## src/sv/cht_pkg.sv

```systemverilog
// -----------------------------------------------------------------------------
// Cuckoo hash table package
// Shared types, codes and hash constants of the two-way cuckoo hash table.
// -----------------------------------------------------------------------------
package cht_pkg;

	localparam int DEF_SLOTS       = 1024;
	localparam int DEF_VALUE_BITS  = 32;
	localparam int DEF_STACK_DEPTH = 16;

	localparam int KEY_W   = 32;
	localparam int DATA_W  = 32;
	localparam int SLOT_W  = 10;
	localparam int DEPTH_W = 5;

	localparam logic [DEPTH_W-1:0] DEPTH_RESET = 5'd11;

	localparam logic [31:0] HASH_SEED_A = 32'd632432329;
	localparam logic [31:0] HASH_MUL_A  = 32'd2989542981;
	localparam logic [31:0] HASH_SEED_B = 32'd368653234;
	localparam logic [31:0] HASH_MUL_B  = 32'd468366499;

	typedef enum logic [1:0] {
		FN_LOOKUP = 2'd0,
		FN_INSERT = 2'd1,
		FN_REMOVE = 2'd2,
		FN_CLEAR  = 2'd3
	} func_t;

	typedef enum logic [1:0] {
		ST_OK       = 2'd0,
		ST_NOTFOUND = 2'd1,
		ST_FULL     = 2'd2,
		ST_ZERO     = 2'd3
	} stat_t;

	typedef enum logic [3:0] {
		S_SWEEP,
		S_IDLE,
		S_HASH1,
		S_HASH2,
		S_CHK_A,
		S_CHK_B,
		S_ENTER,
		S_TRY,
		S_PUSH,
		S_SUCC,
		S_FAIL,
		S_RESP
	} fsm_t;

	typedef struct packed {
		logic [1:0]        func;
		logic [KEY_W-1:0]  key;
		logic [DATA_W-1:0] value;
	} in_item_t;

	typedef struct packed {
		logic [1:0]        status;
		logic [DATA_W-1:0] found_value;
		logic [SLOT_W-1:0] slot;
	} out_item_t;

endpackage

```

## src/sv/cht_hash.sv

```systemverilog
// -----------------------------------------------------------------------------
// Cuckoo hash candidate unit
// Two multiply-xor hashes of a key, one register between the two multiplies.
// -----------------------------------------------------------------------------
module cht_hash import cht_pkg::*; #(
	parameter int ADDR_W = $clog2(DEF_SLOTS)
) (
	input  logic              clk,
	input  logic [KEY_W-1:0]  key,
	output logic [ADDR_W-1:0] cand_a,
	output logic [ADDR_W-1:0] cand_b
);

	logic [ADDR_W-1:0] ha_s1;
	logic [ADDR_W-1:0] hb_s1;

	always_ff @(posedge clk) begin
		ha_s1 <= ADDR_W'((ADDR_W'(HASH_SEED_A) ^ ADDR_W'(key[15:0])) * ADDR_W'(HASH_MUL_A));
		hb_s1 <= ADDR_W'((ADDR_W'(HASH_SEED_B) ^ ADDR_W'(key[15:0])) * ADDR_W'(HASH_MUL_B));
	end

	assign cand_a = ADDR_W'((ha_s1 ^ ADDR_W'(key[31:16])) * ADDR_W'(HASH_MUL_A));
	assign cand_b = ADDR_W'((hb_s1 ^ ADDR_W'(key[31:16])) * ADDR_W'(HASH_MUL_B));

endmodule

```

## config.mk

```make
export PLATFORM = sky130hd
export DESIGN_NAME = cht_hash
export DESIGN_NICKNAME = d
export VERILOG_FILES = /design/src/sv/cht_pkg.sv /design/src/sv/cht_hash.sv
export SDC_FILE = /design/constraint.sdc
export NUM_CORES = 1
export LEC_CHECK = 0
export BUFFER_PORTS_ARGS = -buffer_cell sky130_fd_sc_hd__buf_2
export CAP_MARGIN = 20
export CELL_PAD_IN_SITES_DETAIL_PLACEMENT = 1
export CELL_PAD_IN_SITES_GLOBAL_PLACEMENT = 2
export CORE_MARGIN = 2
export CORE_UTILIZATION = 35
export CTS_CLUSTER_SIZE = 28
export DETAILED_ROUTE_END_ITERATION = 8
export HOLD_SLACK_MARGIN = 0.06
export PLACE_DENSITY = 0.79
export SYNTH_ARGS = -nofsm -noshare
export SYNTH_HDL_FRONTEND = slang
export SYNTH_SLANG_ARGS = --single-unit
```

## constraint.sdc

```tcl
create_clock -name clk -period 5.25 [get_ports clk]
set_input_delay 1.05 -clock clk [delete_from_list [all_inputs] [get_ports clk]]
set_output_delay 1.05 -clock clk [all_outputs]
set_load 0.02 [all_outputs]
```

==> flow_summary.toml <==
[grt]
antenna_found_initial = 0
grt_max_degree = 13
grt_pass1_vias = 2023
gr-usage-all-layers_pct = 13.6
grt_pass1_wl_um = 9200
overflow = 0

[worst_setup_path]
worstPathRequired_ns = 4.20
path_common_cell = "ha_1"
worstSetupStartpointType = "input pin"
worstSetupPathType = "in2out"
worstPathArrival_ns = 3.80
path_max_fanout = 4
cpPeakStageDelay_ns = 0.41
crit_slowest_cell = "fa_1"
crit_path_cell_trace = "buf_2 -> xor2_1 -> ha_1 -> ha_1 -> ha_1 -> fa_1 -> a21o_1 -> a21oi_1 -> o21bai_1 -> a21oi_1 -> xor2_1 -> buf_2"
crit_path_end_kind = "output pin"

[logic_synthesis]
synth_seq_cells = 20
synth_area_leaders = "ha_1 39%, dfxtp_1 15%, xnor2_1 12%"
yosysUniqueCellTypes = 20
syn-num-nets = 390
syn_inst = 262
avgSynthCellArea_um2 = 10.2
yosysSeqAreaShare_pct = 15.0
synth_warnings = 0
yosysTopAreaCell = "ha_1"
yosysTopAreaCellShare_pct = 38.9
netlist_area_um2 = 2670

[cells_and_area]
fillers = 861
nNetsFinal = 435
diodes = 0
final_common_cell = "ha_1"
mostFrequentLayoutCells = "83 x ha_1, 41 x inv_1, 40 x buf_2"
drive_above_1_share_pct = 14.7
syn_to_final_growth_pct = 14.8
ff_latch_area_um2 = 400
multi_input_area_um2 = 2120

[timing]
min_period_ns = 4.85
slew_headroom_pct = 71.5
maxSlewViolCount = 0
tightest_slew_ns = 0.425
finalSetupTns_ns = 0
clock.fmax_mhz = 206
hold_viol = 0
rsz0062_at_grt = "false"
post-route-period-util_pct = 92.3
setup_viol = 0

[clocking]
cts_resized = 0
htreeDepth = 1
cts_hold_buf = 0
cts_made_buffers = 3
clock_path_buffers = 2
clockRootBuffer = "clkbuf_8"
path_clk_slew_ns = 0.07
cts_tree = "built"
post_cts_buffers = 0
cts_num_sinks = 20

[drt]
vias = 1826
via_per_inst = 4.51
postRouteAntennaNets = 0
drt-total-wl_um = 5200
drc_errors = 0
drtIter0Drc = 17
drt_first_pass_iters = 3
detail_route.wl_per_cell_um = 12.8

[die]
fp.dieH_um = 91.4
rows = 31
ioPinCount = 53
die_area_um2 = 8350
core_area_um2 = 7330
start_util_pct = 36.4
die_w_um = 91.4

[hold_path]
hold_path_class = "in2reg"

[place]
portBuffers = 40
gp_congestion = 0.759
place_hpwl_um = 4830

[status]
status = "completed"

[job]
drv_cap = 0
## cells by family (layout without fill, tap and decap cells)
kind of cell / count (synthesis) / in the layout / synth area share, %
xor gates and xnor gates: 64 / 64 / 22.3
DFF: 20 / 20 / 15.0
adders and majority gates: 95 / 95 / 47.9
AOI/OAI and AO/OA: 29 / 29 / 6.56
buffers and inverters: 41 / 85 / 5.76
and+or+nand+nor: 13 / 13 / 2.48
## path summary, 6_finish.rpt
check	from	to	slack [ns]	depth (start not counted)
worst max-delay path	key[18]	cand_b[9]	0.40	12
worst min-delay path	key[1]	ha_s1[1]	0.98	1
## stage by stage
step           cell area [µm²]  hold slack [ns]  instances  utilization (%)  setup slack [ns]
5_1_grt                   3070            0.977        405             41.8             0.207
6_report                  3070            0.980        405             41.8             0.403
2_1_floorplan             2670             1.08        262                -             0.451
3_5_place_dp              3000             1.24        401             40.9             0.368
3_3_place_gp              3000             1.24        401             40.9             0.373
4_1_cts                   3070            0.971        405             41.8             0.364
## sequential cells by signal, summed over array words and instances, names as in the netlist
signal and cells:
ha_s1 10, hb_s1 10
## cell type report
type	count	area share, %
clock buffer	3	1.35
clock inverter	1	0.979
inverter	41	5.02
multi-input combinational	201	69.0
sequential	20	13.1
tap	99	4.04
timing repair buffer	40	6.53
## routing by layer
layer / wire, µm / vias up / GRT usage (%)
met5: 0 / - / 0
met4: 32 / 0 / 2.65
met3: 116 / 2 / 0.830
met2: 2500 / 32 / 24.9
met1: 2550 / 841 / 17.5
li1: - / 951 / -
## critical path, delay by kind of cell
family,cells,cell delay [ns]
compound gates,4,0.68
xor+xnor,2,0.53
fa+ha+maj,4,1.24
buf+inv,2,0.30
## cell usage after synthesis
| cell type | n |
|---|---|
| xor2_1 | 23 |
| a21oi_1 | 11 |
| o21ai_0 | 6 |
| nand2_1 | 1 |
| dfxtp_1 | 20 |
| o21bai_1 | 2 |
| a21boi_0 | 2 |
| nor2_1 | 6 |
| ha_1 | 83 |
| xor3_1 | 1 |
| a21o_1 | 5 |
| xnor3_1 | 1 |
| nor2b_1 | 3 |
| xor2_2 | 1 |
| xnor2_1 | 38 |
| and3_1 | 1 |
| o21a_1 | 3 |
| fa_1 | 12 |
| nor3b_1 | 2 |
| inv_1 | 41 |
Power is left out: the tool's default activity adds up to more than one toggle a clock period on the data nets, which glitch-free logic cannot reach.
